==> config.mk <==
export PLATFORM = sky130hd
export DESIGN_NAME = rgws_addr_pipe
export DESIGN_NICKNAME = d
export VERILOG_FILES = /design/src/design/rgws_pkg.sv /design/src/design/rgws_addr_pipe.sv
export SDC_FILE = /design/constraint.sdc
export NUM_CORES = 2
export LEC_CHECK = 0
export BUFFER_PORTS_ARGS = -buffer_cell sky130_fd_sc_hd__buf_4
export CAP_MARGIN = 20
export CORE_ASPECT_RATIO = 1.4
export CORE_MARGIN = 5
export CORE_UTILIZATION = 64
export CTS_CLUSTER_DIAMETER = 80
export DETAILED_ROUTE_END_ITERATION = 8
export GPL_ROUTABILITY_DRIVEN = 0
export HOLD_SLACK_MARGIN = 0.08
export PLACE_DENSITY = 0.82
export RECOVER_POWER = 100
export SLEW_MARGIN = 30
export SYNTH_ARGS = -nofsm -noshare
export SYNTH_HDL_FRONTEND = slang
export SYNTH_SLANG_ARGS = --single-unit
export TNS_END_PERCENT = 20
==> constraint.sdc <==
create_clock -name clk -period 7.25 [get_ports clk]
set_input_delay 0 -clock clk [delete_from_list [all_inputs] [get_ports clk]]
set_output_delay 0 -clock clk [all_outputs]
set_load 0.005 [all_outputs]
==> src/design/rgws_pkg.sv <==
`default_nettype none
package rgws_pkg;

    // global map store
    localparam int MAP_CELLS       = 65536;
    localparam int MAP_AW          = $clog2(MAP_CELLS);

    // local window limits
    localparam int WINDOW_HALF_MAX = 128;
    localparam int HALF_W          = $clog2(WINDOW_HALF_MAX + 1);
    localparam int WIN_W           = HALF_W + 1;
    localparam int RX_W            = HALF_W + 2;

    // arithmetic widths
    localparam int PR_W            = 16 + RX_W;
    localparam int G_W             = 36;
    localparam int MXF_W           = G_W - 14;
    localparam int IDX_W           = 35;

    // item operations
    localparam logic OP_WRITE = 1'b0;
    localparam logic OP_QUERY = 1'b1;

    // configuration register indexes
    typedef enum logic [2:0] {
        REG_COS_YAW     = 3'd0,
        REG_SIN_YAW     = 3'd1,
        REG_POSE_CELL_X = 3'd2,
        REG_POSE_CELL_Y = 3'd3,
        REG_MAP_COLS    = 3'd4,
        REG_MAP_ROWS    = 3'd5,
        REG_HALF_LONG   = 3'd6,
        REG_HALF_SIDE   = 3'd7
    } reg_index_t;

    typedef struct packed {
        logic signed [15:0] cos_yaw;
        logic signed [15:0] sin_yaw;
        logic signed [28:0] pose_cell_x;
        logic signed [28:0] pose_cell_y;
        logic [16:0]        map_cols;
        logic [16:0]        map_rows;
        logic [7:0]         half_long;
        logic [7:0]         half_side;
    } cfg_t;

    typedef struct packed {
        logic              op;
        logic [15:0]       store_addr;
        logic signed [7:0] store_value;
        logic [7:0]        local_col;
        logic [7:0]        local_row;
    } item_t;

    typedef struct packed {
        logic signed [7:0] occupancy;
        logic [15:0]       window_index;
        logic              inside_map;
    } result_t;

    // one access to the map store, in item order
    typedef struct packed {
        logic              valid;
        logic              write;
        logic              in_map;
        logic [MAP_AW-1:0] addr;
        logic [7:0]        wdata;
        logic [15:0]       window_index;
    } mem_req_t;

endpackage
`default_nettype wire

==> src/design/rgws_addr_pipe.sv <==
`default_nettype none
module rgws_addr_pipe
    import rgws_pkg::*;
(
    input  wire logic  clk,
    input  wire logic  rst_n,
    input  wire logic  accept,
    input  item_t      cmd,
    input  cfg_t       cfg,
    output mem_req_t   req
);

    function automatic logic [HALF_W-1:0] clamp_half(input logic [7:0] h);
        logic [HALF_W-1:0] r;
        if (h == 8'd0)
            r = HALF_W'(1);
        else if (32'(h) > WINDOW_HALF_MAX)
            r = HALF_W'(WINDOW_HALF_MAX);
        else
            r = HALF_W'(h);
        return r;
    endfunction

    logic [HALF_W-1:0]      hl;
    logic [HALF_W-1:0]      hs;
    logic [WIN_W-1:0]       win_h;
    logic signed [RX_W-1:0] rx;
    logic signed [RX_W-1:0] ry;

    assign hl    = clamp_half(cfg.half_long);
    assign hs    = clamp_half(cfg.half_side);
    assign win_h = {hl, 1'b0};
    assign rx    = $signed(RX_W'(cmd.local_col)) - $signed(RX_W'(win_h));
    assign ry    = $signed(RX_W'(cmd.local_row)) - $signed(RX_W'(hs));

    // stage 1: captured item and window offset
    logic                   s1_v_reg;
    logic                   s1_op_reg;
    logic [15:0]            s1_addr_reg;
    logic [7:0]             s1_val_reg;
    logic [7:0]             s1_col_reg;
    logic [7:0]             s1_row_reg;
    logic signed [RX_W-1:0] s1_rx_reg;
    logic signed [RX_W-1:0] s1_ry_reg;

    // stage 2: rotation products and window index products
    logic                   s2_v_reg;
    logic                   s2_op_reg;
    logic [15:0]            s2_addr_reg;
    logic [7:0]             s2_val_reg;
    logic [7:0]             s2_col_reg;
    logic signed [PR_W-1:0] s2_cx_reg;
    logic signed [PR_W-1:0] s2_sy_reg;
    logic signed [PR_W-1:0] s2_sx_reg;
    logic signed [PR_W-1:0] s2_cy_reg;
    logic [2*WIN_W-1:0]     s2_wh_reg;
    logic [8+WIN_W-1:0]     s2_rw_reg;

    // stage 3: global point, 14 fraction bits
    logic                   s3_v_reg;
    logic                   s3_op_reg;
    logic [15:0]            s3_addr_reg;
    logic [7:0]             s3_val_reg;
    logic signed [G_W-1:0]  s3_gx_reg;
    logic signed [G_W-1:0]  s3_gy_reg;
    logic [15:0]            s3_widx_reg;

    // stage 4: map cell and bounds
    logic                   s4_v_reg;
    logic                   s4_op_reg;
    logic [15:0]            s4_addr_reg;
    logic [7:0]             s4_val_reg;
    logic                   s4_in_reg;
    logic [16:0]            s4_mx_reg;
    logic [16:0]            s4_my_reg;
    logic [15:0]            s4_widx_reg;

    // stage 5: row offset
    logic                   s5_v_reg;
    logic                   s5_op_reg;
    logic [15:0]            s5_addr_reg;
    logic [7:0]             s5_val_reg;
    logic                   s5_in_reg;
    logic [16:0]            s5_mx_reg;
    logic [33:0]            s5_prod_reg;
    logic [15:0]            s5_widx_reg;

    logic [WIN_W-1:0]       s1_w;
    logic [WIN_W-1:0]       s1_h;
    logic signed [G_W-1:0]  px;
    logic signed [G_W-1:0]  py;
    logic [MXF_W-1:0]       mxf;
    logic [MXF_W-1:0]       myf;
    logic [IDX_W-1:0]       idx;

    assign s1_w = {clamp_half(cfg.half_side), 1'b0};
    assign s1_h = {clamp_half(cfg.half_long), 1'b0};
    assign px   = {cfg.pose_cell_x[28], cfg.pose_cell_x, 6'b0};
    assign py   = {cfg.pose_cell_y[28], cfg.pose_cell_y, 6'b0};
    assign mxf  = s3_gx_reg[G_W-1:14];
    assign myf  = s3_gy_reg[G_W-1:14];
    assign idx  = IDX_W'(s5_prod_reg) + IDX_W'(s5_mx_reg);

    always_ff @(posedge clk or negedge rst_n)
    begin
        if (!rst_n)
        begin
            s1_v_reg <= 1'b0;
            s2_v_reg <= 1'b0;
            s3_v_reg <= 1'b0;
            s4_v_reg <= 1'b0;
            s5_v_reg <= 1'b0;
        end
        else
        begin
            s1_v_reg <= accept;
            s2_v_reg <= s1_v_reg;
            s3_v_reg <= s2_v_reg;
            s4_v_reg <= s3_v_reg;
            s5_v_reg <= s4_v_reg;
        end
    end

    always_ff @(posedge clk)
    begin
        s1_op_reg   <= cmd.op;
        s1_addr_reg <= cmd.store_addr;
        s1_val_reg  <= cmd.store_value;
        s1_col_reg  <= cmd.local_col;
        s1_row_reg  <= cmd.local_row;
        s1_rx_reg   <= rx;
        s1_ry_reg   <= ry;

        s2_op_reg   <= s1_op_reg;
        s2_addr_reg <= s1_addr_reg;
        s2_val_reg  <= s1_val_reg;
        s2_col_reg  <= s1_col_reg;
        s2_cx_reg   <= $signed(cfg.cos_yaw) * s1_rx_reg;
        s2_sy_reg   <= $signed(cfg.sin_yaw) * s1_ry_reg;
        s2_sx_reg   <= $signed(cfg.sin_yaw) * s1_rx_reg;
        s2_cy_reg   <= $signed(cfg.cos_yaw) * s1_ry_reg;
        s2_wh_reg   <= s1_w * s1_h;
        s2_rw_reg   <= s1_row_reg * s1_w;

        s3_op_reg   <= s2_op_reg;
        s3_addr_reg <= s2_addr_reg;
        s3_val_reg  <= s2_val_reg;
        s3_gx_reg   <= px - (G_W'(s2_cx_reg) - G_W'(s2_sy_reg));
        s3_gy_reg   <= py - (G_W'(s2_sx_reg) + G_W'(s2_cy_reg));
        s3_widx_reg <= 16'(s2_wh_reg) - 16'(s2_rw_reg) - 16'(s2_col_reg) - 16'd1;

        s4_op_reg   <= s3_op_reg;
        s4_addr_reg <= s3_addr_reg;
        s4_val_reg  <= s3_val_reg;
        // negative points are outside, not wrapped
        s4_in_reg   <= !s3_gx_reg[G_W-1] && !s3_gy_reg[G_W-1]
                       && (mxf < MXF_W'(cfg.map_cols))
                       && (myf < MXF_W'(cfg.map_rows));
        s4_mx_reg   <= mxf[16:0];
        s4_my_reg   <= myf[16:0];
        s4_widx_reg <= s3_widx_reg;

        s5_op_reg   <= s4_op_reg;
        s5_addr_reg <= s4_addr_reg;
        s5_val_reg  <= s4_val_reg;
        s5_in_reg   <= s4_in_reg;
        s5_mx_reg   <= s4_mx_reg;
        s5_prod_reg <= s4_my_reg * cfg.map_cols;
        s5_widx_reg <= s4_widx_reg;
    end

    always_comb
    begin
        req.valid        = s5_v_reg;
        req.write        = (s5_op_reg == OP_WRITE);
        req.wdata        = s5_val_reg;
        req.window_index = s5_widx_reg;
        if (s5_op_reg == OP_WRITE)
        begin
            req.in_map = (32'(s5_addr_reg) < MAP_CELLS);
            req.addr   = MAP_AW'(s5_addr_reg);
        end
        else
        begin
            req.in_map = s5_in_reg && (idx < IDX_W'(MAP_CELLS));
            req.addr   = idx[MAP_AW-1:0];
        end
    end

endmodule
`default_nettype wire

Word level (Yosys, flattened, before mapping)
Index checks and enable logic that the tools add are counted.

storage, ports and cells
  bits of input ports = 184
  bits in registers = 511
  word-level logic and storage cells = 78

cells by class
  $add $sub $neg = 10
  multiplexer cells = 5
  multiply operators = 7
  bitwise logic cells = 1
  reduce and logical (&&, ||, !) cells = 8
  order comparisons = 5

operator list
  operator               number
  $sub 35x27->36         2
  $mul 16x10->26         2
  $mul 16x9->25          2
  $lt 22x17->1           2
  $add 34x17->35         1
  $lt 35x17->1 const B   1
  $mul 17x17->34         1
  $mux 8                 4
  $add 26x25->27         1
  $sub 26x25->27         1
  $mux 17                1
  $gt 8x8->1 const B     2
  $logic_not 8->1        2
  $sub 16x1->16 const B  1
  $sub 16x16->16         1
  $sub 16x8->16          1
  $mul 8x8->15           1
  $mul 8x8->14           1
  $sub 8x9->10           1
  $sub 8x8->9            1
  $logic_and 1x1->1      4
  $logic_not 1->1        2
  $not 1->1              1

Logic depth before layout (Yosys ltp)
  depth after elaboration = 4
  gate-level depth with buffers = 26
  depth with buffers taken out = 25

Worst setup path after synthesis
OpenSTA, ideal clock, no wires.

  path type = register to register
  start = register s4_my_reg[14]
  end = register s5_prod_reg[33]
  path buffers = 2
  stages on the path, launching flop included = 25
  data arrival time = 5.841 ns
  clock period less this slack = 5.913 ns
  required time = 7.178 ns
  path slack = 1.337 ns
  cells stage by stage = dfxtp_1 > clkbuf_1 > clkbuf_1 > nand2_1 > fa_1 > fa_1 > fa_1 > inv_1 > fa_1 > fa_1 > inv_1 > fa_1 > inv_1 > ha_1 > a21o_1 > a21o_1 > a21oi_1 > o21ai_0 > nand2_1 > a31oi_1 > a2111oi_0 > nor2_1 > o21a_1 > nor2_1 > xnor2_1

on the way
  cells in the longest elaborated chain, start to end = 1

RTL lines
  what                    line                   RTL
  start, declared         rgws_addr_pipe.sv:75   logic [16:0] s4_my_reg;
  start signal, assigned  rgws_addr_pipe.sv:160  s4_my_reg <= myf[16:0];
  $mul 17x17->34          rgws_addr_pipe.sv:168  s5_prod_reg <= s4_my_reg * cfg.map_cols;
  end signal, assigned    rgws_addr_pipe.sv:168
  end, declared           rgws_addr_pipe.sv:85   logic [33:0] s5_prod_reg;

Every way passes these cells.

Worst setup path in the final report
  start = register s1_rx_reg[3]
  end = register s2_cx_reg[24]

on the way
  cells in the longest elaborated chain, start to end = 1

RTL lines
  what                    line                   RTL
  start, declared         rgws_addr_pipe.sv:43   logic signed [RX_W-1:0] s1_rx_reg;
  start signal, assigned  rgws_addr_pipe.sv:131  s1_rx_reg <= rx;
  $mul 16x10->26          rgws_addr_pipe.sv:138  s2_cx_reg <= $signed(cfg.cos_yaw) * s1_rx_reg;
  end signal, assigned    rgws_addr_pipe.sv:138
  end, declared           rgws_addr_pipe.sv:52   logic signed [PR_W-1:0] s2_cx_reg;

Every way passes these cells.

==> flow_results.org <==
** Floorplan
- The initial utilization of the core area, before any placement, comes to 0.645.
- Row generation in the floorplan step produced 123 rows.
- Die Footprint :: between 0.08 and 0.09 mm²
- Area of the core :: between 0.08 and 0.09 mm²
- Number of primary I/O pins :: ~230
- The die is 347 µm tall.
- Horizontal die dimension :: 250 µm

** Clock tree
- Num CTS Buffers :: 50
- Level count of the clock H-tree :: 2
- Number of sinks handled by clock tree synthesis :: 482
- Buffers from clock root to sink, at most :: 3
- Clock latency on the worst-skew pair, taken at its later pin, is 0.63 ns.
- CTS tree :: done
- After clock tree synthesis, the setup repair step added 0 buffers.
- Clock input transition at the sequential cells of the worst setup and hold paths :: 0.06 ns
- Cell at the root of the clock tree :: clkbuf_16

** Global routing
- Global routing finished with a remaining overflow of 0.
- The first global-routing pass estimated 210 mm of wire.
- The via count of the first global-routing pass was 42.1k.
- Across every metal layer, demand over resource in global routing totals 0.301.
- Entering global routing, the biggest net connects 34 pins.
- The initial antenna violation count is 12.

** Route
- Wirelength per Cell :: 18.6 µm
- In the routed design, unresolved DRC markers number 0.
- In the routed layout, each cell is associated on average with a via count of 5.51.
- Antenna viol nets, final :: 0
- The first TritonRoute pass finished after 7 iterations.
- The detailed router placed 37.7k vias in this run.
- For this block, the routed nets add up to approximately 130 mm of wire.
- Starting DRC count in detailed routing :: roughly 2.1k

** STA
- Final-layout setup total negative slack :: 0 ns
- Headroom to the max-slew limit came out at 0.0364.
- Static timing analysis puts the maximum clock frequency at 150 MHz.
- Setup repair after global routing missed its margin :: no
- Transition time of the tightest slew-check pin :: 1.45 ns
- The max-slew violation count was 0.
- Post-layout min period :: 6.68 ns
- Setup violations remaining at the end of the flow were counted as 0.
- Share of the clock period used by the worst path after layout :: 0.921
- Final hold violation count :: 0
- Worst clock skew on the final layout :: 0.0240 ns

** Final layout
- The register with the most flip-flops in the layout has 34 of them.
- At the end of the flow, the number of nets in the layout was ~7.4k.
- Once layout is done, the placed cells without fillers occupy 0.0576 mm².
- The area growth from synthesis to layout is 11.2%.
- Utilization of the core after routing :: 0.717
- Most frequent cells in the layout :: inv_1, fa_1, nand2_1
- Leading cell type in the layout, fill and taps excluded :: inv_1
- Layout cells sized above 1 :: 0.0613
- Fill cells :: 5801

** Critical path
- The worst setup path is launched from a flop.
- The critical path in this run is classified as reg -> reg.
- The worst register-to-register path begins at s1_rx_reg[3].
- STA classifies the critical path endpoint as a flop.
- For the worst setup path, the data required time is 7.79 ns.
- CP max-delay cell :: dfxtp_1
- Most numerous cell on the critical path :: fa_1
- CP cell instances :: clkbuf_1 -> nand2_1 -> fa_1 -> fa_1 -> fa_1 -> fa_1 -> fa_1 -> inv_1 -> ha_1 -> a21o_1 -> a21oi_1 -> nand2_1 -> a311oi_2 -> nor2_1 -> a2111oi_2 -> o21bai_1 -> a21oi_1 -> xnor2_1
- In this design, the stage delay of the slowest critical-path cell is 0.93 ns.
- Origin of the worst setup path :: s1_rx_reg[3]
- Critical path arrival :: 7.21 ns
- In this run the worst path has a maximum fanout of 17.

** Yosys
- Synthesized area :: between 0.05 and 0.06 mm²
- Of the post-synthesis cell area, the dominant cell type holds 0.339.
- After technology mapping, the gate count stands at roughly 5.4k.
- Number of flops mapped to enable cells by yosys :: 0
- In this run, synthesis produced a sequential element count of 482.
- The netlist uses 80 different library cells.
- The share of the Yosys chip area taken by registers is 0.187.
- The biggest area contributor in the post-synthesis netlist is fa_1.
- Mapped Avg Cell Area :: 9.51 µm²
- By area the synthesized netlist is led by fa_1, dfxtp_1, ha_1, inv_1, and2_1.
- After synthesis, the share of flip-flops with an asynchronous set or reset is 0.0104.
- Synthesis produced a netlist with a net count of 7067.
- Yosys printed 0 warnings.
- Among all flip-flop cells after synthesis, the most frequent one is dfxtp_1.

** Placement
- Final HPWL DP :: 99.8 mm
- Total of buffers placed on input and output ports :: 226
- In this run the cell area measured after placement is between 0.05 and 0.06 mm².

** Hold path
- The min-delay analysis places its worst path in the category in -> reg.
- Critical hold path startpoint :: cfg[110]

** Outcome
- The flow ran to the end, and the final reports show no timing, DRC or antenna violations.

** Flow run
- Maximum Capacitance Violations :: 0
-- logic make-up after synthesis --
kind of cell | after synthesis | share of synthesized area
adders and majority gates | 1436 | 0.474
and+or+nand+nor | 1429 | 0.136
buffers and inverters | 1371 | 0.0994
DFF | 482 | 0.187
AOI/OAI and AO/OA | 475 | 0.0603
xor gates and xnor gates | 236 | 0.0399
muxes | 18 | 0.00382
-- path summary, 6_finish.rpt --
path	endpoint	depth (start not counted)	slack, ns
min in group asynchronous	s1_v_reg	3	0.37
worst min-delay path	s2_sx_reg[2]	4	0.12
worst max register to register	s2_cx_reg[24]	18	0.57
worst min register to register	s2_val_reg[3]	0	0.32
worst max-delay path	s2_cx_reg[24]	18	0.57
max in group asynchronous	s5_v_reg	3	6.68
-- what timing repair did --
action | CTS | global route
hold endpoints to repair | 106 | 0
endpoints found under the setup margin | 0 | 0
hold buffers | 154 | 0
resized for setup | 0 | 0
-- critical path: cells and delay by family, from the launching register on --
family,cells,cell delay [ns]
AND/OR/NAND/NOR,3,0.46
flip-flops,1,0.93
adder cells (fa/ha/maj),6,2.82
buffers and inverters,2,0.74
AO/OA/AOI/OAI,6,1.45
XOR/XNOR,1,0.14
-- per-stage QoR --
| step | hold WS (ns) | cells | setup WS (ns) |
|---|---|---|---|
| 3_5_place_dp | -0.194 | 6590 | 0.849 |
| 6_report | 0.121 | 6848 | 0.575 |
| 4_1_cts | 0.0806 | 6838 | 0.818 |
| 3_3_place_gp | -0.197 | 6590 | 0.989 |
| 5_1_grt | 0.147 | 6844 | 0.207 |
| 2_1_floorplan | -0.296 | 5447 | 1.34 |
-- cell type report --
cell class	instances	area, µm²	share of cell area
multi-input cells	3594	36900	0.641
flip-flops and latches	482	9680	0.168
inverters	1198	4500	0.0781
repair buffers	408	3370	0.0585
well taps	1062	1330	0.0231
clock buffers	53	1290	0.0225
clock inverters	41	480	0.00834
diodes	10	25.0	0.000435
-- Yosys cell counts (4+ instances only) --
| cell type | count |
|---|---|
| inv_1 | 1198 |
| fa_1 | 878 |
| nand2_1 | 591 |
| ha_1 | 558 |
| dfxtp_1 | 477 |
| and2_1 | 437 |
| xnor2_1 | 177 |
| clkbuf_1 | 170 |
| a21oi_1 | 155 |
| nor2_1 | 154 |
| a21o_1 | 76 |
| o21ai_0 | 73 |
| nand2b_1 | 70 |
| xor2_1 | 59 |
| nor2b_1 | 40 |
| nor3_1 | 33 |
| nand3_1 | 31 |
| o21bai_1 | 30 |
| o21a_1 | 28 |
| nand4_1 | 16 |
| and3_1 | 14 |
| mux2_2 | 14 |
| or2_2 | 12 |
| o21ai_1 | 11 |
| a211o_1 | 7 |
| nor4_1 | 7 |
| a21boi_0 | 6 |
| o211ai_1 | 6 |
| or3_1 | 6 |
| a211oi_1 | 5 |
| a21oi_2 | 5 |
| a31o_2 | 5 |
| a31oi_1 | 5 |
| dfrtp_1 | 5 |
| nor3b_1 | 5 |
| o31ai_1 | 5 |
| a2111oi_0 | 4 |
| and4_1 | 4 |
| mux2i_1 | 4 |
| o311ai_0 | 4 |
-- metal layers --
metal,track usage,vias to the layer above,share of wire
met3,0.0470,523,0.060
met5,0,-,0.00031
li1,-,17000,-
met1,0.325,18700,0.34
met2,0.548,1420,0.52
met4,0.188,6,0.077
Power is left out: the tool's default activity adds up to more than one toggle a clock period on the data nets, which glitch-free logic cannot reach.
